File: src/hdl/ddd_ram.sv
`default_nettype none
// ----------------------------------------------------------------------------
// ddd_ram: generic single-write, single-read memory
// One write port and one read port; the read data is registered.
// ----------------------------------------------------------------------------
module ddd_ram #(
  parameter int WIDTH = 8,
  parameter int DEPTH = 16
) (
  input  wire logic                     clk,
  input  wire logic                     we,
  input  wire logic [$clog2(DEPTH)-1:0] waddr,
  input  wire logic [WIDTH-1:0]         wdata,
  input  wire logic [$clog2(DEPTH)-1:0] raddr,
  output      logic [WIDTH-1:0]         rdata
);

  logic [WIDTH-1:0] mem [DEPTH];

  always_ff @(posedge clk) begin
    if (we) begin
      mem[waddr] <= wdata;
    end
    rdata <= mem[raddr];
  end

endmodule
`default_nettype wire

File: config.mk
export PLATFORM = sky130hd
export DESIGN_NAME = ddd_ram
export DESIGN_NICKNAME = d
export VERILOG_FILES = /design/src/hdl/ddd_ram.sv
export SDC_FILE = /design/constraint.sdc
export NUM_CORES = 1
export LEC_CHECK = 0
export ABC_CLOCK_PERIOD_IN_PS = 3000
export BUFFER_PORTS_ARGS = -buffer_cell sky130_fd_sc_hd__buf_4
export CAP_MARGIN = 20
export CORE_MARGIN = 2
export CORE_UTILIZATION = 47
export CTS_CLUSTER_DIAMETER = 100
export DETAILED_ROUTE_END_ITERATION = 6
export PLACE_DENSITY_LB_ADDON = 0.2
export SYNTH_ARGS = -nofsm -noshare
export SYNTH_HDL_FRONTEND = slang
export SYNTH_SLANG_ARGS = --single-unit
export TNS_END_PERCENT = 1
File: constraint.sdc
create_clock -name clk -period 3 [get_ports clk]
set_input_delay 0.45 -clock clk [delete_from_list [all_inputs] [get_ports clk]]
set_output_delay 0.45 -clock clk [all_outputs]
set_load 0.005 [all_outputs]
==> metrics.yaml <==
status: "complete, no violations"
switchingPower_uw: 864
postCtsHoldBufs: 0
rsz0062_at_grt: "no"
setup.reg_to_reg.worst_slack_ns: 1.65
worst_clock_skew_ns: 0.00502
core_um2: 10700
wire_length_of_the_first_global_routing_pass_mm: 15.1
grt_antenna_before_repair: 0
detailedRoute.firstPassIterationCount: 4
p_per_area_nw_per_um2: 700
netSwitchingFraction_pct: 20.3
globalRouteOverflowTotal: 0
number_of_failing_hold_endpoints_at_the_final_stage: 0
synth.cell_area_um2: 5150
route.detailed.drc: 0
timing_worst_setup_path_type: "in2reg"
final_report_setup_violation_count: 0
chipWidth_um: 109
power_leakage_uw: 0.00204
pre_cts_ws_ns: 0.799
rr_endpoint: "rdata[7]$_DFF_P_"
final.period_utilization_pct: 53.6
setup_tns_ns: 0
clk_transition_reported_paths_ns: 0.06
worstSetupEndpoint: "mem[2][2]$_DFFE_PP_"
drtAntennaViolNets: 0
post_cts.repair.setup_buffers: 0
cell_internal_pwr_uw: 3380
cts.repair.resized: 0
cts_sinks: 136
avgSynthCellArea_um2: 22.5
finalWirelength_mm: 10.0
clk_latency_ns: 0.52
dr_total_vias: 2374
setup.worst_path.start_class: "primary input"
hpwl_mm: 6.15
wl_per_cell_um: 23.4
post_synth_num_cell_types: 19
std_cell_rows: 38
reg2reg_depth: 3
mappedNetlistNets: 247
die_extent_in_y_um: 109
seq_power_share_pct: 50.3
fillers: 826
critical_path.max_fanout: 8
min-delay-start: "wdata[5]"
grtUsageTotal_pct: 19.3
multi_input_comb_area_um2: 1060
initialDrtViolationCount: 213
relSlewSlack_pct: 41.9
area_delta_synth_final_pct: 18.0
tightest_slew_ns: 0.869
last_weighted_congestion_value_of_the_routability_driven_placer: 0.771
synthesis.yosys.warnings: 0
clockRootBuffer: "clkbuf_8"
p_clk_share_pct: 45.0
endpoint_kind: "register"
top_level_ports: 26
critPathArrivalTime_ns: 1.75
cts_buffers: 17
instances_no_fill: 429
worstHoldPathType: "in2reg"
vdd_ir_drop_max_mv: 0.337
timing.final.ws_setup_ns: 1.39
timing.final.crit_period_ns: 1.61
grt_max_degree: 33
critical_register_to_register_path_startpoint: "mem[3][7]$_DFFE_PP_"
start_util_pct: 47.9
grt_pass1_vias: 2369
cts_tree: "done"
synth_seq_area_share_pct: 77.8
share_of_post_route_cells_with_drive_strength_above_1_pct: 29.4
timing.max_cap.violations: 0
synthesis.instances: 229
cts-htree-levels: 4
setup.worst_path.start: "waddr[2]"
finalMaxSlewViolations: 0
via_density_per_instance: 5.53
crit_required_ns: 3.14
die_outline_area_um2: 11800
max-clock-path-buffers: 2
final_nets: 294
sequential_cell_area_um2: 4000
placedCellCount: 397
port_buffers: 25
timing.fmax_mhz: 622
final_antenna_diode_count: 0
combPwrFrac_pct: 4.7
ys_ff_latch: 136
power by group through the flow:
stage | Sequential, uW | Combinational, uW | Clock [uW]
floorplan | 2170 | 108 | 0
global placement | 2180 | 199 | 0
detailed placement | 2180 | 203 | 0
CTS | 2140 | 203 | 1940
global route | 2140 | 217 | 2030
finish | 2140 | 198 | 1910
placed cells by master (no fill, tap or decap):
master      netlist  routed
edfxtp_1        128     128
clkinv_1          0       3
or3b_2            1       1
nand2_1           9       9
nand3b_1          2       2
inv_6             0       1
and2b_1           1       1
nor2_1           13      13
a22oi_1          16      16
nor2b_1           1       1
and2_1            1       1
clkinvlp_4        0       5
dfxtp_1           8       8
clkbuf_1          0       1
clkbuf_16         0      16
nand3_1           1       1
mux4_2           18      18
bufinv_16         0       2
mux4_1           14      14
clkinv_2          0       3
clkbuf_8          0       1
nor3_1            4       4
buf_4             1      38
nand2b_1          2       2
critical path, cell delays in order:
cell	delay, ns
buf_4	0.12
or3b_2	0.52
nor2_1	0.66
metrics by stage:
| stage | hold WS, ns | util (%) | power [uW] | cell area, um^2 |
|---|---|---|---|---|
| final | 0.230 | 56.5 | 4250 | 6070 |
| after global routing | 0.217 | 56.5 | 4390 | 6070 |
| after CTS | 0.208 | 56.5 | 4280 | 6070 |
| after detailed placement | 0.660 | 51.4 | 2380 | 5520 |
| after global placement | 0.648 | 51.4 | 2380 | 5520 |
| after floorplan | 0.549 | - | 2280 | 5150 |
metal layers:
metal	up-vias	GRT usage, %	share of wire [%]
met5	-	0	0
met4	0	6.78	1.4
met3	15	6.63	8.5
met2	84	28.1	48
met1	1207	27.4	42
li1	1068	-	-
synth_stat cells (all sizes together):
library cell | number | area [um^2]
nor2 | 13 | 48.8
and2 | 1 | 6.26
buf | 7 | 56.3
nor2b | 1 | 6.26
edfxtp | 128 | 3840
and2b | 1 | 7.51
nand2 | 9 | 33.8
mux4 | 32 | 773
clkdlybuf4s25 | 3 | 30.0
or3b | 1 | 8.76
nand2b | 2 | 12.5
a22oi | 16 | 120
dfxtp | 8 | 160
nand3b | 2 | 15.0
nor3 | 4 | 20.0
nand3 | 1 | 5.00
registers in the layout (all words and copies together) (netlist names):
signal  flops
rdata       8
mem       128
area by class of cell:
type	instances	area share (%)
clock buffers	18	6.88
repair buffers	38	4.70
multi-input cells	83	17.4
clock inverters	14	2.18
well taps	140	2.88
flip-flops and latches	136	65.9
kinds of logic after synthesis:
family | Yosys count | synth area share (%)
compound gates | 16 | 2.33
buf+inv | 10 | 1.68
mux | 32 | 15.0
flops | 136 | 77.8
simple gates | 35 | 3.18
worst min path at each step:
stage                                endpoint  slack (ns)  cells past startpoint
final                     mem[1][5]$_DFFE_PP_        0.23                      1
after global routing      mem[0][5]$_DFFE_PP_        0.22                      1
after CTS                 mem[0][5]$_DFFE_PP_        0.21                      1
after detailed placement     rdata[7]$_DFF_P_        0.66                      3
after global placement       rdata[3]$_DFF_P_        0.65                      3
after floorplan           mem[0][0]$_DFFE_PP_        0.55                      0
(Power assumes the default switching activity.)
