==> src/hdl/ddd_pkg.sv <==
`default_nettype none
// ----------------------------------------------------------------------------
// ddd_pkg: shared types and constants of the dense shortest-distance engine
// Holds the word formats of both channels, the node table entry format, the
// sequencer states and the operation and status codes.
// ----------------------------------------------------------------------------
package ddd_pkg;

  localparam int MAX_NODES   = 64;
  localparam int WEIGHT_BITS = 16;

  localparam int NODE_BITS   = $clog2(MAX_NODES);
  localparam int COUNT_W     = $clog2(MAX_NODES + 1);
  localparam int WADDR_W     = 2 * NODE_BITS;
  localparam int DIST_W      = 22;
  localparam int SUM_W       = ((DIST_W > WEIGHT_BITS) ? DIST_W : WEIGHT_BITS) + 1;

  // Field widths of the channel words.
  localparam int CFG_W       = 7;
  localparam int NODE_FW     = 6;
  localparam int WEIGHT_FW   = 16;
  localparam int STATUS_W    = 2;

  localparam logic [DIST_W-1:0] DIST_MAX = {DIST_W{1'b1}};

  localparam logic OP_WRITE = 1'b0;
  localparam logic OP_QUERY = 1'b1;

  localparam logic [STATUS_W-1:0] STATUS_OK      = 2'd0;
  localparam logic [STATUS_W-1:0] STATUS_UNREACH = 2'd1;
  localparam logic [STATUS_W-1:0] STATUS_RANGE   = 2'd2;

  typedef struct packed {
    logic                 operation;
    logic [NODE_FW-1:0]   from_node;
    logic [NODE_FW-1:0]   to_node;
    logic [WEIGHT_FW-1:0] edge_weight;
  } in_word_t;

  typedef struct packed {
    logic [DIST_W-1:0]   distance;
    logic [STATUS_W-1:0] status;
  } out_word_t;

  // One entry of the per-query node table.
  typedef struct packed {
    logic              settled;
    logic              reach;
    logic [DIST_W-1:0] path_len;
  } node_entry_t;

  typedef enum logic [2:0] {
    ST_CLEAR,
    ST_IDLE,
    ST_INIT,
    ST_RELAX,
    ST_READ,
    ST_RESULT
  } state_t;

endpackage
`default_nettype wire

==> src/hdl/ddd_relax.sv <==
`default_nettype none
// ----------------------------------------------------------------------------
// ddd_relax: edge relaxation unit
// Updates one node table entry through the edge from the node settled in
// this round, and flags whether the result is a candidate for the next one.
// ----------------------------------------------------------------------------
module ddd_relax (
  input  wire ddd_pkg::node_entry_t             entry,
  input  wire logic [ddd_pkg::WEIGHT_BITS-1:0]  weight,
  input  wire logic                             is_best,
  input  wire logic [ddd_pkg::DIST_W-1:0]       best_dist,
  output      ddd_pkg::node_entry_t             entry_next,
  output      logic                             candidate
);
  import ddd_pkg::*;

  logic              settled_now;
  logic [SUM_W-1:0]  sum;
  logic [DIST_W-1:0] cand;

  always_comb begin
    settled_now = entry.settled | is_best;
    sum         = SUM_W'(best_dist) + SUM_W'(weight);
    cand        = (sum > SUM_W'(DIST_MAX)) ? DIST_MAX : sum[DIST_W-1:0];

    entry_next         = entry;
    entry_next.settled = settled_now;
    if (!settled_now && (weight != '0) && (!entry.reach || (cand < entry.path_len))) begin
      entry_next.reach    = 1'b1;
      entry_next.path_len = cand;
    end
    candidate = !entry_next.settled && entry_next.reach;
  end

endmodule
`default_nettype wire

==> config.mk <==
export PLATFORM = sky130hd
export DESIGN_NAME = ddd_relax
export DESIGN_NICKNAME = d
export VERILOG_FILES = /design/src/hdl/ddd_pkg.sv /design/src/hdl/ddd_relax.sv
export SDC_FILE = /design/constraint.sdc
export NUM_CORES = 1
export LEC_CHECK = 0
export BUFFER_PORTS_ARGS = -buffer_cell sky130_fd_sc_hd__clkbuf_2
export CELL_PAD_IN_SITES_DETAIL_PLACEMENT = 1
export CELL_PAD_IN_SITES_GLOBAL_PLACEMENT = 2
export CORE_MARGIN = 1
export CORE_UTILIZATION = 29
export DETAILED_ROUTE_END_ITERATION = 10
export GPL_TIMING_DRIVEN = 0
export MAX_ROUTING_LAYER = met4
export PLACE_DENSITY = 0.95
export SYNTH_ARGS = -nofsm -noshare
export SYNTH_HDL_FRONTEND = slang
export SYNTH_SLANG_ARGS = --single-unit
==> constraint.sdc <==
create_clock -name vclk -period 7.6
set_input_delay 0.38 -clock vclk [all_inputs]
set_output_delay 0.38 -clock vclk [all_outputs]
set_load 0.005 [all_outputs]
==> reports/summary.txt <==
io pins = 88
DP Cell Count = 435
DRC = 6
routed wl met2 = 3.13 mm
Rel. slew slack = 57.3%
hold_sp = entry[14]
Tcrit/Tclk final = 68.4%
Worst Hold Path EP = entry_next[14]
# Post-CTS Setup Buffers = 0
grt total ovfl = 0
per-cell routed wire length = 14.6 microns
top-count cell post-synth = ha_1
Finished Layout Cells = 435
Die ar. = 7200 sq um
startpoint types = primary input
sequential cell count = 0
fin. max-slew vios = 0
run status = finished with violations
starting DRC count in detailed routing = 64
Die H = 84.9 microns
final hold vios = 0
Hold WC Path Type = primary input to output pin
Via Count = 2,291
Cells after Synth = 270
failing checks = DRC
sequential share of the synthesized area = 0%
Power Density = 85.2 nW/um^2
CP Data Required Time = 7.22 ns
Die Wd = 84.9 microns
top sig layer = met3
CP max stage delay = 0.41 ns
CP Cell Sequence = clkbuf_2, ha_1, fa_1, a21oi_1, o211ai_1, nand4_1, a211oi_1, nor2_1, buf_2, clkbuf_1, nand2_1, ha_1, a211oi_1, nor2_1, o21ai_0, a21oi_1, o21a_1, o31ai_1, nand3b_1, buf_4, mux2_1, clkbuf_2
Yosys warnings = 0
Std-Cell Rows = 29
Mean Syn Cell Area = 7.37 sq um
overall routing resource usage = 18.1%
Placeable Area = 6490 sq um
1st-pass router iterations = 7
HPWL after DPL = 5.72 mm
Design Power = 215 uW
maximum VDD drop = 0.0000248 V
library cells used by synthesis = 54
Mapped Nets = 371
CTS Hold Bufs = 0
initial core utilization = 30.6%
Crit-path slowest cell = fa_1
global-route wire length before repair = 10.7 mm
GPL Wtd Cong = 0.809
Post-Route M1 WL = 3.03 mm
CTS resizes = 0
multi-input gate area in the final layout = 1830 sq um
top cell type's share of synthesized area = 23.3%
post-synth top area cell = ha_1
minimum clock period = 5.20 ns
synthesized area = 1990 sq um
area grow syn2layout = 27.0%
RSZ-0062 raised after global routing = no
top cells by area, synth = ha_1 23%, mux2_2 12%, nand2_1 5.5%
final setup fails = 0
register area = 0 sq um
Worst Setup End Kind = output pin
design area = 2530 sq um
critical path class = primary input to output pin
Hold Path Cell Cnt = 3
hold slack = 1.07 ns
fraction of layout instances using a drive strength above 1 = 36.3%
worst slew pin tran = 0.632 ns
clkbuf count = 0
largest net degree at the start of global routing = 11
fillers = 868
worst-path fanout max = 10
number of global-route vias before repair = 2,381
Routed Antenna Nets = 0
Routed WL = 6.35 mm
commonest cells in the netlist = 37 x ha_1, 29 x nand2_1, 23 x inv_1
antenna cells = 0
WL met3 = 194 microns
Port Buf Inserts = 88
Worst EP arrival = 4.82 ns
antenna violations before repair = 0
vias per cell = 5.27
nets@finish = 461
area post-placement = 2530 sq um
Peak Freq = 192 MHz
Max-cap violations = 0
post-route setup TNS = 0 ns
P_leak = 0.00133 uW
-- how the worst max path moves through the flow --
stage               depth (start not counted)  slack, ns      start             end
floorplan                                  20       3.20  weight[0]  entry_next[14]
global placement                           22       2.46  weight[0]  entry_next[14]
detailed placement                         22       2.43  weight[0]  entry_next[14]
CTS                                        22       2.41  weight[0]  entry_next[14]
global route                               22       1.93  weight[0]  entry_next[14]
finish                                     22       2.40  weight[0]  entry_next[14]
-- final cells by class --
class,instances,share of cell area (%)
timing repair buffer,88,17.4
multi-input combinational,234,72.4
tap,77,3.81
inverter,23,3.42
buffer,13,2.97
-- report_power, final --
part           switching [uW]  total [uW]  internal (uW)
Combinational             117         215           98.7
Clock                       0           0              0
Sequential                  0           0              0
-- logic make-up after synthesis --
kind of cell,count (synthesis),synth area share [%]
buf+inv,36,8.11
xor+xnor,14,6.16
simple gates,88,21.8
fa+ha+maj,38,24.3
compound gates,70,25.9
mux,24,13.8
-- routing by layer --
metal  track usage, %  up-vias
li1                 -     1178
met1             24.1     1066
met2             32.6       47
met3            0.486        0
met4            0.462        0
met5                -        -
-- placed cells by master, fill, tap and decap left out, types with 3 or more instances in the layout --
cell type,n
xnor2_1,7
mux2_2,21
nor2b_1,5
xor2_1,7
nand4_1,10
a31oi_1,5
nand2_1,29
nand3_1,10
a2111oi_0,3
a21o_1,9
o21ai_0,11
a21oi_1,12
nor2_1,13
buf_4,4
a21oi_2,3
nor4_1,4
clkbuf_1,4
inv_1,23
ha_1,37
a211oi_1,4
o21a_1,3
clkbuf_2,89
nor3_1,4
-- worst max-delay path, delay by kind of cell --
| kind | cells | cell delay (ns) |
|---|---|---|
| compound gates | 8 | 1.40 |
| simple gates | 5 | 0.74 |
| mux | 1 | 0.31 |
| buf+inv | 5 | 0.98 |
| fa+ha+maj | 3 | 0.97 |
-- stage by stage --
stage          setup slack (ns)  utilization, %
6_report                   2.40            38.9
5_1_grt                    1.93            38.9
4_1_cts                    2.41            38.9
3_5_place_dp               2.43            38.9
3_3_place_gp               2.46            38.9
2_1_floorplan              3.20               -
(Power assumes the default switching activity.)
